==> src/rtl/tec_pkg.sv <==
// ----------------------------------------------------------------------------
// Text encoding classifier package
// Result codes, byte range limits and the per-string validator state type.
// ----------------------------------------------------------------------------
package tec_pkg;

	typedef enum logic [1:0] {
		VERDICT_INVALID = 2'd0,
		VERDICT_ASCII   = 2'd1,
		VERDICT_VALID   = 2'd2
	} verdict_t;

	typedef enum logic [2:0] {
		CLASS_EMPTY = 3'd0,
		CLASS_ASCII = 3'd1,
		CLASS_UTF8  = 3'd2,
		CLASS_GBK   = 3'd3,
		CLASS_SJIS  = 3'd4,
		CLASS_OTHER = 3'd5
	} class_t;

	localparam logic [7:0] BYTE_HIGH      = 8'h80;
	localparam logic [7:0] UTF8_LEAD_2    = 8'hC0;
	localparam logic [7:0] UTF8_LEAD_3    = 8'hE0;
	localparam logic [7:0] UTF8_LEAD_4    = 8'hF0;
	localparam logic [7:0] UTF8_LEAD_5    = 8'hF8;
	localparam logic [7:0] UTF8_LEAD_6    = 8'hFC;
	localparam logic [7:0] UTF8_LEAD_BAD  = 8'hFE;
	localparam logic [7:0] MB_LEAD_LO     = 8'h81;
	localparam logic [7:0] GBK_LEAD_HI    = 8'hFE;
	localparam logic [7:0] TRAIL_LO       = 8'h40;
	localparam logic [7:0] GBK_TRAIL_HI   = 8'hFE;
	localparam logic [7:0] SJIS_LEAD1_HI  = 8'h9F;
	localparam logic [7:0] SJIS_KANA_LO   = 8'hA1;
	localparam logic [7:0] SJIS_KANA_HI   = 8'hDF;
	localparam logic [7:0] SJIS_LEAD2_LO  = 8'hE0;
	localparam logic [7:0] SJIS_LEAD2_HI  = 8'hEF;
	localparam logic [7:0] SJIS_TRAIL_HI  = 8'hFC;
	localparam logic [7:0] SJIS_TRAIL_BAD = 8'h7F;

	typedef struct packed {
		logic [2:0] utf8_remaining;
		logic       utf8_failed;
		logic       gbk_pending;
		logic       gbk_failed;
		logic       sjis_pending;
		logic       sjis_failed;
		logic       high_seen;
		logic       any_byte_seen;
	} scan_state_t;

	function automatic verdict_t verdict_of(input logic failed, input logic unfinished,
			input logic high_seen);
		verdict_t v;
		if (failed || unfinished) begin
			v = VERDICT_INVALID;
		end else if (high_seen) begin
			v = VERDICT_VALID;
		end else begin
			v = VERDICT_ASCII;
		end
		return v;
	endfunction

endpackage

==> src/rtl/text_encoding_classifier_unit.sv <==
// ----------------------------------------------------------------------------
// Text encoding classifier unit
// Byte-serial UTF-8 / GBK / Shift-JIS validation with a per-string verdict.
// ----------------------------------------------------------------------------
// Usage:
//   The slave channel takes one string byte per transaction: tdata holds the
//   byte, tuser says whether the byte is real, tlast marks the final
//   transaction of a string (tuser low with tlast high on its own is the
//   empty string or ends a string without a byte). Idle transactions with
//   tuser and tlast both low change nothing.
//   The master channel carries one result per string, taken from the final
//   transaction: class and the three validator verdicts.
//   The result is registered: the final transaction passes the input
//   register, then the result register. Throughput: one transaction per
//   cycle unless a string end is held in the input register; the per-byte
//   validator update is a few byte compares feeding the state registers.
//   Reset clears all validator state and both registers' valid flags.
//   When the receiver stalls, the result register holds; byte transactions
//   keep flowing, and a string end waits in the input register until the
//   result register is free.
// ----------------------------------------------------------------------------
module text_encoding_classifier_unit (
	input  logic        clk,
	input  logic        arst_n,
	input  logic        s_axis_tvalid,
	output logic        s_axis_tready,
	input  logic [7:0]  s_axis_tdata,   // [7:0] data_byte
	input  logic        s_axis_tuser,   // [0] has_byte
	input  logic        s_axis_tlast,   // end_flag
	output logic        m_axis_tvalid,
	input  logic        m_axis_tready,
	output logic [15:0] m_axis_tdata    // [2:0] string_class, [4:3] utf8_verdict,
	                                    // [6:5] gbk_verdict, [8:7] sjis_verdict
);

	logic                 valid_s1;
	logic [7:0]           byte_s1;
	logic                 has_s1;
	logic                 last_s1;

	logic                 res_valid_s2;
	tec_pkg::class_t      class_s2;
	tec_pkg::verdict_t    utf8_v_s2;
	tec_pkg::verdict_t    gbk_v_s2;
	tec_pkg::verdict_t    sjis_v_s2;

	tec_pkg::scan_state_t state_q;
	tec_pkg::scan_state_t scan_d;
	tec_pkg::scan_state_t state_d;

	tec_pkg::verdict_t    utf8_v;
	tec_pkg::verdict_t    gbk_v;
	tec_pkg::verdict_t    sjis_v;
	tec_pkg::class_t      class_d;

	logic                 advance;
	logic                 load_result;
	logic                 s_accept;

	assign advance       = !last_s1 || !res_valid_s2 || m_axis_tready;
	assign s_axis_tready = !valid_s1 || advance;
	assign s_accept      = s_axis_tvalid && s_axis_tready;
	assign load_result   = valid_s1 && last_s1 && advance;

	always_comb begin
		logic [7:0] b;
		b      = byte_s1;
		scan_d = state_q;
		if (has_s1) begin
			scan_d.any_byte_seen = 1'b1;
			if (b >= tec_pkg::BYTE_HIGH) begin
				scan_d.high_seen = 1'b1;
			end

			if (!state_q.utf8_failed) begin
				if (state_q.utf8_remaining != 3'd0) begin
					if (b[7:6] != 2'b10) begin
						scan_d.utf8_failed = 1'b1;
					end else begin
						scan_d.utf8_remaining = state_q.utf8_remaining - 3'd1;
					end
				end else if (b >= tec_pkg::BYTE_HIGH) begin
					priority if (b >= tec_pkg::UTF8_LEAD_BAD) begin
						scan_d.utf8_failed = 1'b1;
					end else if (b >= tec_pkg::UTF8_LEAD_6) begin
						scan_d.utf8_remaining = 3'd5;
					end else if (b >= tec_pkg::UTF8_LEAD_5) begin
						scan_d.utf8_remaining = 3'd4;
					end else if (b >= tec_pkg::UTF8_LEAD_4) begin
						scan_d.utf8_remaining = 3'd3;
					end else if (b >= tec_pkg::UTF8_LEAD_3) begin
						scan_d.utf8_remaining = 3'd2;
					end else if (b >= tec_pkg::UTF8_LEAD_2) begin
						scan_d.utf8_remaining = 3'd1;
					end else begin
						scan_d.utf8_failed = 1'b1;
					end
				end
			end

			if (!state_q.gbk_failed) begin
				if (state_q.gbk_pending) begin
					if (b < tec_pkg::TRAIL_LO || b > tec_pkg::GBK_TRAIL_HI) begin
						scan_d.gbk_failed = 1'b1;
					end else begin
						scan_d.gbk_pending = 1'b0;
					end
				end else if (b >= tec_pkg::BYTE_HIGH) begin
					if (b >= tec_pkg::MB_LEAD_LO && b <= tec_pkg::GBK_LEAD_HI) begin
						scan_d.gbk_pending = 1'b1;
					end else begin
						scan_d.gbk_failed = 1'b1;
					end
				end
			end

			if (!state_q.sjis_failed) begin
				if (state_q.sjis_pending) begin
					if (b < tec_pkg::TRAIL_LO || b > tec_pkg::SJIS_TRAIL_HI ||
							b == tec_pkg::SJIS_TRAIL_BAD) begin
						scan_d.sjis_failed = 1'b1;
					end else begin
						scan_d.sjis_pending = 1'b0;
					end
				end else if (b >= tec_pkg::BYTE_HIGH) begin
					priority if (b >= tec_pkg::SJIS_KANA_LO && b <= tec_pkg::SJIS_KANA_HI) begin
						scan_d.sjis_pending = 1'b0;
					end else if ((b >= tec_pkg::MB_LEAD_LO && b <= tec_pkg::SJIS_LEAD1_HI) ||
							(b >= tec_pkg::SJIS_LEAD2_LO && b <= tec_pkg::SJIS_LEAD2_HI)) begin
						scan_d.sjis_pending = 1'b1;
					end else begin
						scan_d.sjis_failed = 1'b1;
					end
				end
			end
		end
	end

	always_comb begin
		utf8_v = tec_pkg::verdict_of(scan_d.utf8_failed, scan_d.utf8_remaining != 3'd0,
			scan_d.high_seen);
		gbk_v  = tec_pkg::verdict_of(scan_d.gbk_failed, scan_d.gbk_pending, scan_d.high_seen);
		sjis_v = tec_pkg::verdict_of(scan_d.sjis_failed, scan_d.sjis_pending,
			scan_d.high_seen);
		if (!scan_d.any_byte_seen) begin
			utf8_v  = tec_pkg::VERDICT_INVALID;
			gbk_v   = tec_pkg::VERDICT_INVALID;
			sjis_v  = tec_pkg::VERDICT_INVALID;
			class_d = tec_pkg::CLASS_EMPTY;
		end else begin
			priority if (utf8_v == tec_pkg::VERDICT_VALID) begin
				class_d = tec_pkg::CLASS_UTF8;
			end else if (utf8_v == tec_pkg::VERDICT_ASCII) begin
				class_d = tec_pkg::CLASS_ASCII;
			end else if (gbk_v == tec_pkg::VERDICT_VALID) begin
				class_d = tec_pkg::CLASS_GBK;
			end else if (gbk_v == tec_pkg::VERDICT_ASCII) begin
				class_d = tec_pkg::CLASS_ASCII;
			end else if (sjis_v == tec_pkg::VERDICT_VALID) begin
				class_d = tec_pkg::CLASS_SJIS;
			end else if (sjis_v == tec_pkg::VERDICT_ASCII) begin
				class_d = tec_pkg::CLASS_ASCII;
			end else begin
				class_d = tec_pkg::CLASS_OTHER;
			end
		end
	end

	always_comb begin
		state_d = state_q;
		if (valid_s1 && advance) begin
			state_d = last_s1 ? '0 : scan_d;
		end
	end

	always_ff @(posedge clk or negedge arst_n) begin
		if (!arst_n) begin
			valid_s1     <= 1'b0;
			res_valid_s2 <= 1'b0;
			state_q      <= '0;
		end else begin
			state_q <= state_d;
			if (s_accept) begin
				valid_s1 <= 1'b1;
			end else if (advance) begin
				valid_s1 <= 1'b0;
			end
			if (load_result) begin
				res_valid_s2 <= 1'b1;
			end else if (m_axis_tready) begin
				res_valid_s2 <= 1'b0;
			end
		end
	end

	always_ff @(posedge clk) begin
		if (s_accept) begin
			byte_s1 <= s_axis_tdata;
			has_s1  <= s_axis_tuser;
			last_s1 <= s_axis_tlast;
		end
		if (load_result) begin
			class_s2  <= class_d;
			utf8_v_s2 <= utf8_v;
			gbk_v_s2  <= gbk_v;
			sjis_v_s2 <= sjis_v;
		end
	end

	assign m_axis_tvalid = res_valid_s2;
	assign m_axis_tdata  = {7'd0, sjis_v_s2, gbk_v_s2, utf8_v_s2, class_s2};

	a_remaining_range: assert property (@(posedge clk) disable iff (!arst_n)
		state_q.utf8_remaining <= 3'd5)
		else $error("utf8 continuation count out of range");

	a_clear_after_end: assert property (@(posedge clk) disable iff (!arst_n)
		load_result |=> (state_q == '0))
		else $error("scan state not cleared after string end");

	a_empty_verdicts: assert property (@(posedge clk) disable iff (!arst_n)
		(res_valid_s2 && class_s2 == tec_pkg::CLASS_EMPTY) |->
		(utf8_v_s2 == tec_pkg::VERDICT_INVALID && gbk_v_s2 == tec_pkg::VERDICT_INVALID &&
		sjis_v_s2 == tec_pkg::VERDICT_INVALID))
		else $error("empty string with nonzero verdict");

	a_stall_cause: assert property (@(posedge clk) disable iff (!arst_n)
		!s_axis_tready |-> (valid_s1 && last_s1 && res_valid_s2 && !m_axis_tready))
		else $error("input stalled without a pending result");

endmodule

==> config.mk <==
export PLATFORM = sky130hd
export DESIGN_NAME = text_encoding_classifier_unit
export DESIGN_NICKNAME = d
export VERILOG_FILES = /design/src/rtl/tec_pkg.sv /design/src/rtl/text_encoding_classifier_unit.sv
export SDC_FILE = /design/constraint.sdc
export NUM_CORES = 1
export LEC_CHECK = 0
export BUFFER_PORTS_ARGS = -buffer_cell sky130_fd_sc_hd__buf_2
export CAP_MARGIN = 20
export CORE_MARGIN = 2
export CORE_UTILIZATION = 55
export DETAILED_ROUTE_END_ITERATION = 6
export PLACE_DENSITY = 0.79
export SYNTH_ARGS = -nofsm -noshare
export SYNTH_HDL_FRONTEND = slang
export SYNTH_SLANG_ARGS = --single-unit
==> constraint.sdc <==
create_clock -name clk -period 2.8 [get_ports clk]
set_clock_uncertainty 0.15 [all_clocks]
set_input_delay 0.28 -clock clk [delete_from_list [all_inputs] [get_ports clk]]
set_output_delay 0.28 -clock clk [all_outputs]
set_load 0.1 [all_outputs]
==> results.py <==
metrics = {
    "run_status": {
        "status": "complete, no violations",
    },
    "clock_tree": {
        "cts_tree": "built",
        "cts_made_buffers": 5,
        "clk_latency_ns": 0.34,
        "root_buffer": "clkbuf_4",
        "cts_sinks": 31,
        "clockBufferDepth": 2,
        "path_clk_slew_ns": 0.10,
        "h-tree-depth": 2,
    },
    "worst_setup_path": {
        "r2r_cells": 8,
        "startpoint_type": "flop",
        "reg2reg_from": "state_q[7]",
        "reg2reg_setup_slack_ns": 0.29,
        "worst_setup_path_end_kind": "flop",
        "arrival_ns": 2.46,
        "crit_fanout": 7,
        "crit_type": "reg2reg",
        "rr_endpoint": "class_s2[0]",
        "required_ns": 2.75,
    },
    "placed_design": {
        "port_buffers": 24,
        "placedInstanceArea_sq_mm": 0.00187,
        "dp.final_hpwl_mm": 2.69,
        "gp_congestion": 0.884,
        "dpl.cell_count": 236,
    },
    "layout": {
        "area_growth_pct": 19.8,
        "antenna_cells": 0,
        "final_cells": 257,
        "layout-drive-gt1-share": 0.211,
        "layout.nets": 228,
        "fillers": 227,
        "design_area_sq_mm": 0.00207,
    },
    "route": {
        "dr.pass1.iters": 4,
        "drcViolationCount": 0,
        "vias_per_cell": 5.80,
        "antenna_left": 0,
        "wirelength_mm": 3.67,
        "drt_iter0_markers": 110,
        "routedWlPerCell_microns": 14.3,
        "num_vias": 1491,
    },
    "floorplanning": {
        "coreArea_sq_mm": 0.00303,
        "io_pins": 32,
        "die_h_microns": 60.0,
        "die_area_sq_mm": 0.00360,
        "initial_core_util": 0.569,
        "rows": 20,
        "dieWidth_microns": 60.0,
    },
    "logic_synthesis": {
        "synth-edff-count": 19,
        "synth_top_area_cell": "edfxtp_1",
        "async_reset_ff_frac": 0.387,
        "ys_warn_count": 0,
        "synthFlopType": "edfxtp_1",
        "yosysSeqAreaShare": 0.505,
        "synth.avg_cell_area_sq_um": 10.1,
        "synth_top_area_share": 0.331,
        "synth_area_sq_mm": 0.00172,
        "synthCells": 171,
        "synthTopCellsByArea": "edfxtp_1, dfrtp_1, nand2_1",
        "ys_ff_latch": 31,
        "synth.distinct_cells": 51,
    },
    "pwr": {
        "ir_drop_v": 0.000379,
        "netSwitchingPower_uw": 491,
        "p_sw_frac": 0.387,
        "p_seq_frac": 0.456,
        "p_int_uw": 779,
        "power_density_mw_per_mm2": 615,
        "combPwrFrac": 0.326,
        "p_clk_frac": 0.219,
        "p_leak_nw": 0.865,
    },
    "timing": {
        "fin_tns_setup_ns": 0,
        "min_period_ns": 2.51,
        "finalSetupViolCount": 0,
        "finalHoldViolations": 0,
        "fin_crit_sh": 0.895,
        "slew_violations": 0,
        "fmax_ghz": 0.399,
        "rsz0062_at_grt": "no",
    },
    "global_route": {
        "grt_max_degree": 14,
        "grt_overflow": 0,
        "grt_antenna_before_repair": 0,
        "grt_pass1_wl_mm": 5.98,
        "grtUsageTotal": 0.230,
        "grt_pass1_vias": 1335,
    },
    "hold_path": {
        "hp-class": "in2async",
    },
    "run": {
        "max_cap_viol_count": 0,
    },
}
[worst max-delay path: stages (launching register included)]
cell and delay (ns):
dfrtp_1 0.44, inv_1 0.10, ha_1 0.18, and2b_2 0.22, o21ai_1 0.10, a211o_1 0.32
a211oi_2 0.25, nand3_1 0.20, o221a_1 0.29
[per-stage QoR]
stage / power (mW) / util / hold slack [ns] / setup WS (ns)
floorplan: 0.913 / - / -0.166 / 0.0219
global placement: 0.968 / 0.619 / 0.0199 / 0.445
detailed placement: 0.984 / 0.619 / 0.0315 / 0.334
CTS: 1.27 / 0.682 / 0.202 / 0.326
global route: 1.33 / 0.682 / 0.240 / 0.153
finish: 1.27 / 0.682 / 0.192 / 0.294
[metal layers]
metal | global-route usage | vias up | share of wire
li1 | - | 696 | -
met4 | 0.0984 | 0 | 0.019
met2 | 0.345 | 75 | 0.47
met5 | 0 | - | 0
met3 | 0.0628 | 9 | 0.086
met1 | 0.314 | 711 | 0.42
[power groups by stage]
stage / Clock [mW] / Sequential, mW / Combinational, mW
2_1_floorplan: 0 / 0.679 / 0.234
3_3_place_gp: 0 / 0.584 / 0.384
3_5_place_dp: 0 / 0.587 / 0.397
4_1_cts: 0.282 / 0.576 / 0.411
5_1_grt: 0.296 / 0.583 / 0.446
6_report: 0.278 / 0.579 / 0.414
[layout by cell type (no fill, tap or decap), types with 2 or more instances in the layout]
cell / count
and3_1: 2
buf_2: 24
buf_4: 3
nor2b_1: 5
o21ai_0: 5
nand2b_1: 5
nor3_1: 2
ha_1: 2
dlygate4sd3_1: 13
conb_1: 7
dfrtp_1: 11
edfxtp_1: 19
and2_1: 3
inv_1: 7
o2111ai_1: 2
nand2_1: 18
a21oi_1: 8
clkbuf_4: 5
nand3_1: 7
o31ai_1: 3
a31oi_1: 4
nand4b_1: 2
nor2_1: 18
o21a_1: 2
inv_2: 2
o21ai_1: 3
[how the worst max path moves through the flow]
| stage | start | to | slack [ns] | cells after the start |
|---|---|---|---|---|
| final | state_q[7] | class_s2[0] | 0.29 | 8 |
| after global placement | state_q[7] | class_s2[0] | 0.44 | 8 |
| after detailed placement | state_q[7] | class_s2[0] | 0.33 | 8 |
| after floorplan | m_axis_tvalid | byte_s1[0] | 0.02 | 2 |
| after CTS | state_q[7] | class_s2[0] | 0.33 | 8 |
| after global routing | state_q[7] | class_s2[0] | 0.15 | 8 |
[layout make-up]
cell class / instances / area, sq um / share of cell area
clock inverter: 2 / 11.3 / 0.00545
inverter: 9 / 33.8 / 0.0164
sequential: 31 / 872 / 0.422
tap: 44 / 55.1 / 0.0267
timing repair buffer: 40 / 273 / 0.132
clock buffer: 6 / 51.3 / 0.0248
multi-input combinational: 125 / 769 / 0.373
[Yosys cell counts, drive strengths merged, types with 2 or more instances]
| master | count |
|---|---|
| nand3b | 2 |
| nand2 | 18 |
| ha | 2 |
| nand3 | 7 |
| and3 | 2 |
| nand4b | 2 |
| o21a | 2 |
| o2111ai | 2 |
| buf | 10 |
| edfxtp | 19 |
| nor2b | 5 |
| nor3 | 2 |
| a21oi | 8 |
| and2 | 4 |
| o21ai | 8 |
| a31oi | 4 |
| dfrtp | 12 |
| inv | 9 |
| clkbuf | 2 |
| or2 | 2 |
| a41oi | 2 |
| nand2b | 5 |
| nor2 | 18 |
| o31ai | 3 |
[registers in the layout, indices dropped and copies added (netlist names)]
| signal | cells |
|---|---|
| sjis_v_s2 | 2 |
| m_axis_tvalid | 1 |
| state_q | 10 |
| gbk_v_s2 | 2 |
| last_s1 | 1 |
| byte_s1 | 8 |
| class_s2 | 3 |
| valid_s1 | 1 |
| utf8_v_s2 | 2 |
| has_s1 | 1 |
[cell families (layout without fill, tap and decap cells)]
logic type | count (synthesis) | in the layout | synth area share
AOI/OAI and AO/OA | 42 | 42 | 0.187
DFF | 31 | 31 | 0.505
and+or+nand+nor | 73 | 73 | 0.221
muxes | 1 | 1 | 0.00653
other | 1 | 7 | 0.00217
buffers and inverters | 21 | 57 | 0.0631
adders and majority gates | 2 | 2 | 0.0145
[repair_timing]
action                    in CTS  in global routing
buffers inserted               0                  0
hold buffers                  13                  0
gates resized for setup        0                  0
hold endpoints to repair      24                  0
Power figures use the tool's default switching activity.
